## src/rtl/bsh_pkg.sv

```systemverilog
package bsh_pkg;

    localparam int STRAIN_WIDTH_DEF = 32;
    localparam int STRESS_WIDTH_DEF = 48;
    localparam int CFG_INDEX_WIDTH  = 8;
    localparam int CFG_DATA_WIDTH   = 40;

    // register indexes on the configuration channel
    localparam logic [CFG_INDEX_WIDTH-1:0] CFG_ELASTIC_MODULUS = 8'd0;
    localparam logic [CFG_INDEX_WIDTH-1:0] CFG_YIELD_STRESS    = 8'd1;
    localparam logic [CFG_INDEX_WIDTH-1:0] CFG_HARDENING_RATIO = 8'd2;
    localparam logic [CFG_INDEX_WIDTH-1:0] CFG_REFERENCE_RATIO = 8'd3;

    localparam logic [23:0] E0_RESET    = 24'd3200000;
    localparam logic [39:0] FY_RESET    = 40'd22609920;
    localparam logic [15:0] ALPHA_RESET = 16'd655;
    localparam logic [17:0] BETA_RESET  = 18'd32768;

    // branch codes
    localparam logic [2:0] BR_ELASTIC     = 3'd0;
    localparam logic [2:0] BR_YIELD_POS   = 3'd1;
    localparam logic [2:0] BR_UNLOAD_POS  = 3'd2;
    localparam logic [2:0] BR_RECOVER_POS = 3'd3;
    localparam logic [2:0] BR_YIELD_NEG   = 3'd4;
    localparam logic [2:0] BR_UNLOAD_NEG  = 3'd5;
    localparam logic [2:0] BR_RECOVER_NEG = 3'd6;

    // product scaling of the multiplier
    localparam logic [1:0] SH_HARDENING = 2'd0;  // >> 4
    localparam logic [1:0] SH_REFERENCE = 2'd1;  // >> 16
    localparam logic [1:0] SH_MODULUS   = 2'd2;  // >> 18
    localparam logic [1:0] SH_TANGENT   = 2'd3;  // >> 30

    // saturation width of a quotient
    localparam logic [1:0] SAT_STRAIN   = 2'd0;
    localparam logic [1:0] SAT_OFFSET   = 2'd1;
    localparam logic [1:0] SAT_STRESS   = 2'd2;

    typedef struct packed {
        logic       start;
        logic       neg;
        logic [1:0] shift_sel;
    } mul_ctl_t;

    typedef struct packed {
        logic       start;
        logic       neg;
        logic [1:0] sat_sel;
    } div_ctl_t;

endpackage

```

## src/rtl/bsh_div.sv

```systemverilog
module bsh_div #(
    parameter int NW = 78,
    parameter int DW = 33,
    parameter int OW = 48,
    parameter int SW = 32,
    parameter int TW = 48
) (
    input  logic                 clk,
    input  logic                 rst_n,
    input  bsh_pkg::div_ctl_t    ctl,
    input  logic [NW-1:0]        num_mag,
    input  logic [DW-1:0]        den_mag,
    output logic                 done,
    output logic signed [OW-1:0] res
);

    localparam int CW = $clog2(NW + 1);
    localparam logic [1:0] D_IDLE = 2'd0;
    localparam logic [1:0] D_RUN  = 2'd1;
    localparam logic [1:0] D_FIN  = 2'd2;

    logic [1:0]           phase_reg, phase_next;
    logic                 done_reg, done_next;
    logic [CW-1:0]        cnt_reg, cnt_next;
    logic [NW-1:0]        q_reg, q_next;
    logic [DW-1:0]        r_reg, r_next;
    logic [DW-1:0]        d_reg, d_next;
    logic                 neg_reg, neg_next;
    logic                 zero_reg, zero_next;
    logic [1:0]           sat_reg, sat_next;
    logic signed [OW-1:0] res_reg, res_next;

    logic [DW:0] r_sh;
    logic [NW:0] qr, lim, msat;
    logic [6:0]  wm1;

    always_comb
    begin
        r_sh = {r_reg, q_reg[NW-1]};
        case (sat_reg)
            bsh_pkg::SAT_STRAIN: wm1 = 7'(SW - 1);
            bsh_pkg::SAT_OFFSET: wm1 = 7'(SW);
            default:             wm1 = 7'(TW - 1);
        endcase
        qr   = {1'b0, q_reg} + (NW+1)'({r_reg, 1'b0} >= {1'b0, d_reg});
        lim  = ((NW+1)'(1) << wm1) - (NW+1)'(!neg_reg);
        msat = zero_reg ? '0 : ((qr > lim) ? lim : qr);
        res_next = neg_reg ? -$signed(msat[OW-1:0]) : $signed(msat[OW-1:0]);
    end

    // restoring division, one quotient bit per cycle
    always_comb
    begin
        phase_next = phase_reg;
        done_next  = 1'b0;
        cnt_next   = cnt_reg;
        q_next     = q_reg;
        r_next     = r_reg;
        d_next     = d_reg;
        neg_next   = neg_reg;
        zero_next  = zero_reg;
        sat_next   = sat_reg;
        case (phase_reg)
            D_IDLE:
            begin
                if (ctl.start)
                begin
                    q_next     = num_mag;
                    r_next     = '0;
                    d_next     = den_mag;
                    neg_next   = ctl.neg;
                    zero_next  = (num_mag == '0);
                    sat_next   = ctl.sat_sel;
                    cnt_next   = CW'(NW);
                    phase_next = D_RUN;
                end
            end
            D_RUN:
            begin
                if (r_sh >= {1'b0, d_reg})
                begin
                    r_next = DW'(r_sh - {1'b0, d_reg});
                    q_next = {q_reg[NW-2:0], 1'b1};
                end
                else
                begin
                    r_next = r_sh[DW-1:0];
                    q_next = {q_reg[NW-2:0], 1'b0};
                end
                cnt_next = cnt_reg - CW'(1);
                if (cnt_reg == CW'(1))
                begin
                    phase_next = D_FIN;
                end
            end
            D_FIN:
            begin
                done_next  = 1'b1;
                phase_next = D_IDLE;
            end
            default:
            begin
                phase_next = D_IDLE;
            end
        endcase
    end

    always_ff @(posedge clk or negedge rst_n)
    begin
        if (!rst_n)
        begin
            phase_reg <= D_IDLE;
            done_reg  <= 1'b0;
        end
        else
        begin
            phase_reg <= phase_next;
            done_reg  <= done_next;
        end
    end

    always_ff @(posedge clk)
    begin
        cnt_reg  <= cnt_next;
        q_reg    <= q_next;
        r_reg    <= r_next;
        d_reg    <= d_next;
        neg_reg  <= neg_next;
        zero_reg <= zero_next;
        sat_reg  <= sat_next;
        if (phase_reg == D_FIN)
        begin
            res_reg <= res_next;
        end
    end

    assign done = done_reg;
    assign res  = res_reg;

endmodule

```

## config.mk

```make
export PLATFORM = sky130hd
export DESIGN_NAME = bsh_div
export DESIGN_NICKNAME = d
export VERILOG_FILES = /design/src/rtl/bsh_pkg.sv /design/src/rtl/bsh_div.sv
export SDC_FILE = /design/constraint.sdc
export NUM_CORES = 1
export LEC_CHECK = 0
export BUFFER_PORTS_ARGS = -buffer_cell sky130_fd_sc_hd__buf_4
export CAP_MARGIN = 20
export CORE_MARGIN = 4
export CORE_UTILIZATION = 40
export CTS_CLUSTER_SIZE = 14
export DETAILED_ROUTE_END_ITERATION = 6
export GPL_TIMING_DRIVEN = 0
export SYNTH_ARGS = -nofsm -noshare
export SYNTH_HDL_FRONTEND = slang
export SYNTH_SLANG_ARGS = --single-unit
```

## constraint.sdc

```tcl
create_clock -name clk -period 12.05 [get_ports clk]
set_input_delay 3.0125 -clock clk [delete_from_list [all_inputs] [get_ports clk]]
set_output_delay 3.0125 -clock clk [all_outputs]
set_load 0.05 [all_outputs]
```

Word level (Yosys, flattened, before mapping)
Index checks and enable logic that the tools add are counted.
{"block": "word_totals", "ff_bits": 206}
{"block": "op_classes", "reduce_logical": 8, "shift": 1, "add_sub_neg": 5, "n_mux": 16, "eq_ne": 6, "magnitude_cmp": 3}
{"cell": "78-bit one-hot mux with 2 select lines", "count": 1}
{"cell": "48-bit 2-to-1 mux", "count": 3}
{"cell": "78-bit by 1-bit adder with 79-bit output", "count": 1}
{"cell": "79-bit greater-than comparator", "count": 1}
{"cell": "1-bit by 7-bit left shift with 79-bit output, first input constant", "count": 1}
{"cell": "79-bit by 1-bit subtractor with 79-bit output", "count": 1}
{"cell": "78-bit logical NOT", "count": 1}
{"cell": "78-bit 2-to-1 mux", "count": 1}
{"cell": "34-bit by 33-bit >= comparator with 1-bit output", "count": 2}
{"cell": "33-bit 2-to-1 mux", "count": 2}
{"cell": "33-bit one-hot mux with 2 select lines", "count": 1}
{"cell": "48-bit negator", "count": 1}
{"cell": "33-bit subtractor", "count": 1}
{"cell": "7-bit one-hot mux with 2 select lines", "count": 1}
{"cell": "6-bit one-hot mux with 2 select lines", "count": 1}
{"cell": "7-bit by 1-bit == test with 1-bit output, second input constant", "count": 1}
{"cell": "7-bit 2-to-1 mux", "count": 1}
{"cell": "7-bit by 1-bit subtractor with 7-bit output, second input constant", "count": 1}
{"cell": "2-bit AND reduction", "count": 3}
{"cell": "2-bit by 1-bit == test with 1-bit output, second input constant", "count": 2}
{"cell": "2-bit logical NOT", "count": 2}
{"cell": "2-bit 2-to-1 mux", "count": 2}
{"cell": "2-bit != test, second input constant", "count": 2}
{"cell": "2-bit one-hot mux with 2 select lines", "count": 1}
{"cell": "other kinds (4)", "count": 5}

Longest topological paths before layout
Gate-level depths: netlist of run 1.
{"block": "logic_depth", "word_depth": 9, "depth_mapped": 44, "mapped_depth_nobuf": 39}

Worst setup path after synthesis of run 1
No wires, ideal clock.
{"block": "synth_timing", "path_kind": "reg-to-reg", "from": "register r_reg[11]", "to": "register res_reg[44], in the netlist res[44], data pin", "required_time_ns": 11.786, "path_slack_ns": 3.315, "arrival_time_ns": 8.471, "stages_incl_launch_ff": 37, "period_less_slack_ns": 8.735, "cell_sequence": "edfxtp_1 -> ha_1 -> and4_1 -> and3_1 -> nand2_1 -> or3_1 -> nand3b_1 -> o21ai_0 -> ha_1 -> ha_1 -> inv_1 -> or4_1 -> buf_2 -> or2_1 -> buf_6 -> or4_4 -> nor3_2 -> nand2_1 -> nor3_4 -> nand2_2 -> or3_4 -> xnor2_2 -> ha_1 -> nand4_1 -> or4_1 -> and4bb_2 -> nand4_2 -> o21ai_2 -> clkbuf_1 -> clkbuf_1 -> mux2_2 -> nand2_1 -> ha_1 -> o21a_1 -> nand4_1 -> o31ai_1 -> xnor2_1"}
{"block": "synth_between", "elab_chain_len": 7}
{"element": "from (decl)", "line": "bsh_div.sv:26", "rtl": "logic [DW-1:0] r_reg, r_next;"}
{"element": "from (signal assigned)", "line": "bsh_div.sv:126", "rtl": "r_reg <= r_next;"}
{"element": "34-bit by 33-bit >= comparator with 1-bit output (*)", "line": "bsh_div.sv:45", "rtl": "qr = {1'b0, q_reg} + (NW+1)'({r_reg, 1'b0} >= {1'b0, d_reg});"}
{"element": "78-bit by 1-bit adder with 79-bit output (*)", "line": "bsh_div.sv:45"}
{"element": "79-bit greater-than comparator", "line": "bsh_div.sv:47", "rtl": "msat = zero_reg ? '0 : ((qr > lim) ? lim : qr);"}
{"element": "48-bit 2-to-1 mux (*) (2 in series)", "line": "bsh_div.sv:47"}
{"element": "48-bit negator", "line": "bsh_div.sv:48", "rtl": "res_next = neg_reg ? -$signed(msat[OW-1:0]) : $signed(msat[OW-1:0]);"}
{"element": "48-bit 2-to-1 mux (*)", "line": "bsh_div.sv:48"}
{"element": "named net res_next[44]", "line": "bsh_div.sv:31", "rtl": "logic signed [OW-1:0] res_reg, res_next;"}
{"element": "to (signal assigned)", "line": "bsh_div.sv:133", "rtl": "res_reg <= res_next;"}
{"element": "to (decl)", "line": "bsh_div.sv:31"}
The timed path passes the listed nets; every way through them passes the cells marked *.
A chain may end at the register's enable or synchronous reset.

Worst setup path after layout of run 1
{"block": "layout_timing", "from": "register r_reg[24]", "to": "register res_reg[24], in the netlist res[24], data pin"}
The elaborated chain is that of the path after synthesis.

==> results.json, run 1 <==
{
  "cap_violations": 0,
  "ys_seq_area_share_pct": 40.1,
  "hold_viol": 0,
  "end_kind": "flop",
  "start_kind": "flop",
  "dr.pass1.iters": 5,
  "relSlewSlack_pct": 28.1,
  "cp_num_buf_inv": 6,
  "cts_tree": "done",
  "synth_edf_count": 203,
  "place_congestion": 0.906,
  "worst_pin_slew_ns": 1.07,
  "core_area_um2": 37800,
  "synth_cell_types": 96,
  "hpwl_um": 35000,
  "die_x_um": 204,
  "yosys.area_share.xor_xnor_pct": 8.57,
  "final-max-slew-violation-count": 0,
  "holdWs_ns": 0.558,
  "grt_pass1_wl_um": 68500,
  "critical_path_arrival_ns": 11.38,
  "slowest_stage": "or4_1",
  "rows": 71,
  "grt_pass1_vias": 12700,
  "ys_warn_count": 0,
  "antenna_found_initial": 0,
  "wl_per_cell_um": 18.3,
  "start_util_pct": 40.7,
  "synth_top_family_by_area": "simple AND/OR/NAND/NOR gates",
  "skew_ns": 0.0267,
  "syn_area_um2": 15400,
  "num_antenna_cells": 0,
  "synth-simple-area-share_pct": 22.0,
  "post_cts_buffers": 0,
  "setup_tns_ns": 0,
  "setup.worst_path.class": "flop to flop",
  "h-tree-depth": 1,
  "setup_viol": 0,
  "status": "finished clean",
  "ioPinCount": 166,
  "layout.nets": 2130,
  "synth_cells": 1682,
  "grt_start_max_net_pins": 68,
  "period_minus_slack_ns": 11.10,
  "cts_buffers": 24,
  "drt-initial-drc-count": 933,
  "min_period_over_period_pct": 92.1,
  "cts_resized": 0,
  "cts_hold_buf": 0,
  "p_leak_nw": 7.62,
  "hp-class": "flop to flop",
  "grtUsageTotal_pct": 20.5,
  "place_ws_ns": 1.20,
  "drc": 0,
  "synth_top_flop_cell": "edfxtp_1",
  "viasPerCell": 5.47,
  "grt_overflow": 0,
  "fin_ws_ns": 0.949,
  "wirelength_um": 44300,
  "areaGrowthSynthToFinish_pct": 17.6,
  "slowest_delay_ns": 0.68,
  "mostFrequentLayoutCells": "320 x nand2_1, 203 x edfxtp_1, 165 x buf_4, 130 x nor2_1, 122 x ha_1",
  "cpLargestDelayFamily": "simple AND/OR/NAND/NOR gates",
  "synthAdderAreaFrac_pct": 10.0,
  "clk_pin_slew_ns": 0.06,
  "peakVddDrop_mv": 0.0968,
  "dieHeight_um": 204,
  "synth-compound-area-share_pct": 14.3,
  "fmax_mhz": 90.1,
  "vias": 13200,
  "port_buffers": 165,
  "die_area_um2": 41700,
  "drive_gt1_share_pct": 13.1,
  "rsz0062_at_grt": "no",
  "ant_nets": 0,
  "clock_sinks": 206,
  "ys_async_sr_fraction_pct": 1.46,
  "clk_root_buffer_cell": "clkbuf_16",
  "insertion_delay_ns": 0.56,
  "cp_max_fo": 10,
  "avgSynthCellArea_um2": 9.15,
  "ys_ff_latch": 206,
  "ctsLongestPathBuffers": 3,
  "p_per_area_nw_per_um2": 84.9,
  "p_total_mw": 1.54,
  "synthMuxAreaShare_pct": 1.63,
  "largest_reg_flops": 78,
  "layout_commonest_cell": "nand2_1",
  "required_ns": 12.32
}
cell type report:
| type | instances | area [um2] |
|---|---|---|
| Multi-Input combinational cell | 1357 | 8780 |
| Tap cell | 511 | 639 |
| Sequential cell | 206 | 6170 |
| Clock inverter | 12 | 104 |
| Inverter | 76 | 285 |
| Buffer | 58 | 233 |
| Clock buffer | 28 | 616 |
| Timing Repair Buffer | 167 | 1290 |
| Fill cell | 3714 | 19700 |
cell families (layout without fill, tap and decap cells):
kind of cell             after synthesis  after routing
XOR/XNOR                             149            149
AND/OR/NAND/NOR                      712            712
AO/OA/AOI/OAI                        332            332
flip-flops                           206            206
other                                  1             16
buffers and inverters                134            341
multiplexers                          25             25
adder cells (fa/ha/maj)              123            123
cell usage after synthesis, types with 4 or more instances:
master    count  area, um2
a211o_1       4       35.0
a211oi_1     17        128
a21boi_0      4       30.0
a21o_1       34        255
a21oi_1      93        465
a22o_1        4       35.0
a31oi_1      10       62.6
and2_1        6       37.5
and3_1       20        125
buf_1         7       26.3
buf_2         6       30.0
clkbuf_1     44        165
edfxtp_1    203       6100
ha_1        122       1530
inv_1        73        274
mux2i_1      24        240
nand2_1     321       1200
nand2b_1     12       75.1
nand3_1      53        265
nand3b_1      6       45.0
nand4_1      34        213
nor2_1      130        488
nor2b_1       6       37.5
nor3_1       36        180
nor3_2        4       40.0
nor4_1       33        206
o211ai_1      4       30.0
o21a_1       15        113
o21ai_0      68        340
o21ai_1      13       65.1
o21bai_1      5       37.5
o22ai_1       6       37.5
o31ai_1      10       75.1
or2_2         5       31.3
or3_1        12       75.1
or4_1         6       45.0
xnor2_1     102        893
xor2_1       45        394
worst paths after layout:
path,startpoint,end,slack (ns),cells past startpoint
min,q_reg[0]$_DFFE_PP_,q_reg[1]$_DFFE_PP_,0.56,2
min reg2reg,q_reg[0]$_DFFE_PP_,q_reg[1]$_DFFE_PP_,0.56,2
max,r_reg[24]$_SDFFCE_PN0P_,res[24]$_DFFE_PP_,0.95,42
min in group asynchronous,rst_n,done$_DFF_PN0_,2.24,1
max reg2reg,r_reg[24]$_SDFFCE_PN0P_,res[24]$_DFFE_PP_,0.95,42
max in group asynchronous,rst_n,phase_reg[1]$_DFFE_PN0P_,9.70,1
stage by stage:
step | instances | instance area (um2) | util (%)
global route | 2415 | 18100 | 47.9
finish | 2415 | 18100 | 47.9
detailed placement | 2375 | 17400 | 46.0
floorplan | 1697 | 15500 | -
global placement | 2373 | 17300 | 45.8
CTS | 2415 | 18100 | 47.9
routing by layer:
| metal | vias up | wire [um] | global-route usage (%) |
|---|---|---|---|
| met1 | 6281 | 20300 | 28.6 |
| met4 | 0 | 1130 | 5.12 |
| met3 | 57 | 2230 | 2.63 |
| met2 | 369 | 20700 | 33.8 |
| met5 | - | 0 | 0 |
| li1 | 6500 | - | - |
tightest hold or removal path: stages, from the launching register on:
cell	delay [ns]
edfxtp_1	0.35
nand2_1	0.06
nand2_1	0.05
where the power goes:
part	leakage (nW)	switching (mW)	internal, mW
clock network	0.353	0.296	0.385
logic	5.19	0.0436	0.0369
registers	2.07	0.000316	0.777
Power figures use the tool's default switching activity.
==> run 2: changes to the inputs <==
- CORE_UTILIZATION: 40 -> 61
- PLACE_DENSITY: default -> 0.82
==> run 2 against run 1 <==
  * Non-clock buffer count rose by 1
  * Highest routed layer unchanged
  * Sequential cell count unchanged
  * Via count increased by 2.6%
  * Sequential power is essentially flat
  * Final area decreased by 0.84%
  * Count of clock-buffer cells in the layout is 4 lower
  * Utilization up 25 points
  * Setup slack better by 0.0080 ns
  * Final cell count shrank 7.7%
  * Register-to-register slack barely moved
==> results.json, run 2 (synthesized netlist as in run 1, its figures left out) <==
{
  "grt_pass1_wl_um": 67400,
  "end_kind": "flop",
  "wl_per_cell_um": 19.0,
  "start_kind": "flop",
  "critical_path_arrival_ns": 11.36,
  "seqCellArea_um2": 6170,
  "wl_met1_um": 17500,
  "status": "finished clean",
  "final-max-slew-violation-count": 0,
  "multi_input_area_um2": 8780,
  "cpMostUsedCell": "ha_1",
  "place_congestion": 0.937,
  "setup_tns_ns": 0,
  "holdWs_ns": 0.575,
  "drt-initial-drc-count": 1080,
  "drc": 0,
  "hp-class": "flop to flop",
  "cp_max_fo": 10,
  "slowest_stage": "or4_1",
  "required_ns": 12.32,
  "num_antenna_cells": 0,
  "clk_root_buffer_cell": "clkbuf_16",
  "rows": 57,
  "grt_start_max_net_pins": 72,
  "vias": 13600,
  "port_buffers": 165,
  "antenna_found_initial": 0,
  "ioPinCount": 166,
  "cts_hold_buf": 0,
  "setup_viol": 0,
  "post_cts_buffers": 0,
  "wirelength_um": 42400,
  "setup.worst_path.class": "flop to flop",
  "highest-signal-layer": "met4",
  "dr_wl_met3_um": 2560,
  "layout.nets": 2129,
  "skew_ns": 0.0209,
  "cts_buffers": 22,
  "clock_sinks": 206,
  "ctsLongestPathBuffers": 3,
  "cts_tree": "done",
  "layout_commonest_cell": "nand2_1",
  "die_area_um2": 27800,
  "areaGrowthSynthToFinish_pct": 16.6,
  "period_minus_slack_ns": 11.09,
  "dr.pass1.iters": 5,
  "slowest_delay_ns": 0.64,
  "grt_pass1_vias": 13200,
  "drive_gt1_share_pct": 13.3,
  "route.met2.wl_um": 20500,
  "grtUsageTotal_pct": 29.4,
  "mostFrequentLayoutCells": "320 x nand2_1, 203 x edfxtp_1, 165 x buf_4, 130 x nor2_1, 122 x ha_1",
  "relSlewSlack_pct": 40.0,
  "min_period_over_period_pct": 92.1,
  "clk_pin_slew_ns": 0.06,
  "largest_reg_flops": 78,
  "dieHeight_um": 167,
  "start_util_pct": 62.6,
  "core_area_um2": 24600,
  "cts_resized": 0,
  "cpLargestDelayFamily": "simple AND/OR/NAND/NOR gates",
  "fmax_mhz": 90.1,
  "hold_viol": 0,
  "peakVddDrop_mv": 0.123,
  "p_leak_nw": 7.65,
  "viasPerCell": 6.08,
  "fill_cells": 1870,
  "ant_nets": 0,
  "cap_violations": 0,
  "insertion_delay_ns": 0.54,
  "cp_num_buf_inv": 6,
  "grt_overflow": 0,
  "p_per_area_nw_per_um2": 88.6,
  "die_x_um": 167,
  "h-tree-depth": 1,
  "worst_pin_slew_ns": 0.900,
  "hpwl_um": 33100,
  "rsz0062_at_grt": "no"
}
-- run 2: layout make-up --
type,count,share of cell area [%]
inverter,76,1.59
multi-input combinational,1357,48.9
clock buffer,24,3.11
buffer,58,1.30
timing repair buffer,168,7.23
tap,324,2.26
sequential,206,34.4
clock inverter,15,1.28
-- run 2: power by group --
part | total, mW | internal, mW | switching, mW
Clock | 0.734 | 0.445 | 0.290
Combinational | 0.0790 | 0.0368 | 0.0422
Sequential | 0.777 | 0.777 | 0.000277
-- run 2: metrics by stage --
step	setup WS (ns)	instance area [um2]	util, %	total power [mW]	cells
floorplan	3.31	15500	-	0.821	1697
global placement	1.22	17100	69.5	0.869	2186
detailed placement	1.14	17200	69.8	0.870	2188
CTS	1.08	18000	73.0	1.60	2227
global route	0.477	18000	73.0	1.64	2228
finish	0.957	18000	73.0	1.59	2228
-- run 2: worst min-delay path: cells and delay by family, from the launching register on --
| family | cells | cell delay (ns) |
|---|---|---|
| DFF | 1 | 0.36 |
| and+or+nand+nor | 2 | 0.11 |
-- run 2: path summary, 6_finish.rpt --
kind | depth (start not counted) | slack [ns] | endpoint | from
worst max-delay path | 42 | 0.96 | res[44]$_DFFE_PP_ | r_reg[24]$_SDFFCE_PN0P_
worst min-delay path | 2 | 0.57 | q_reg[1]$_DFFE_PP_ | q_reg[0]$_DFFE_PP_
worst max register to register | 42 | 0.96 | res[44]$_DFFE_PP_ | r_reg[24]$_SDFFCE_PN0P_
worst min register to register | 2 | 0.57 | q_reg[1]$_DFFE_PP_ | q_reg[0]$_DFFE_PP_
max in group asynchronous | 1 | 9.68 | done$_DFF_PN0_ | rst_n
min in group asynchronous | 1 | 2.27 | phase_reg[0]$_DFFE_PN0P_ | rst_n
-- run 2: routing by layer --
layer,GRT usage [%],vias to the layer above
met4,12.0,0
li1,-,6507
met5,0,-
met3,3.27,110
met2,51.0,537
met1,37.7,6397
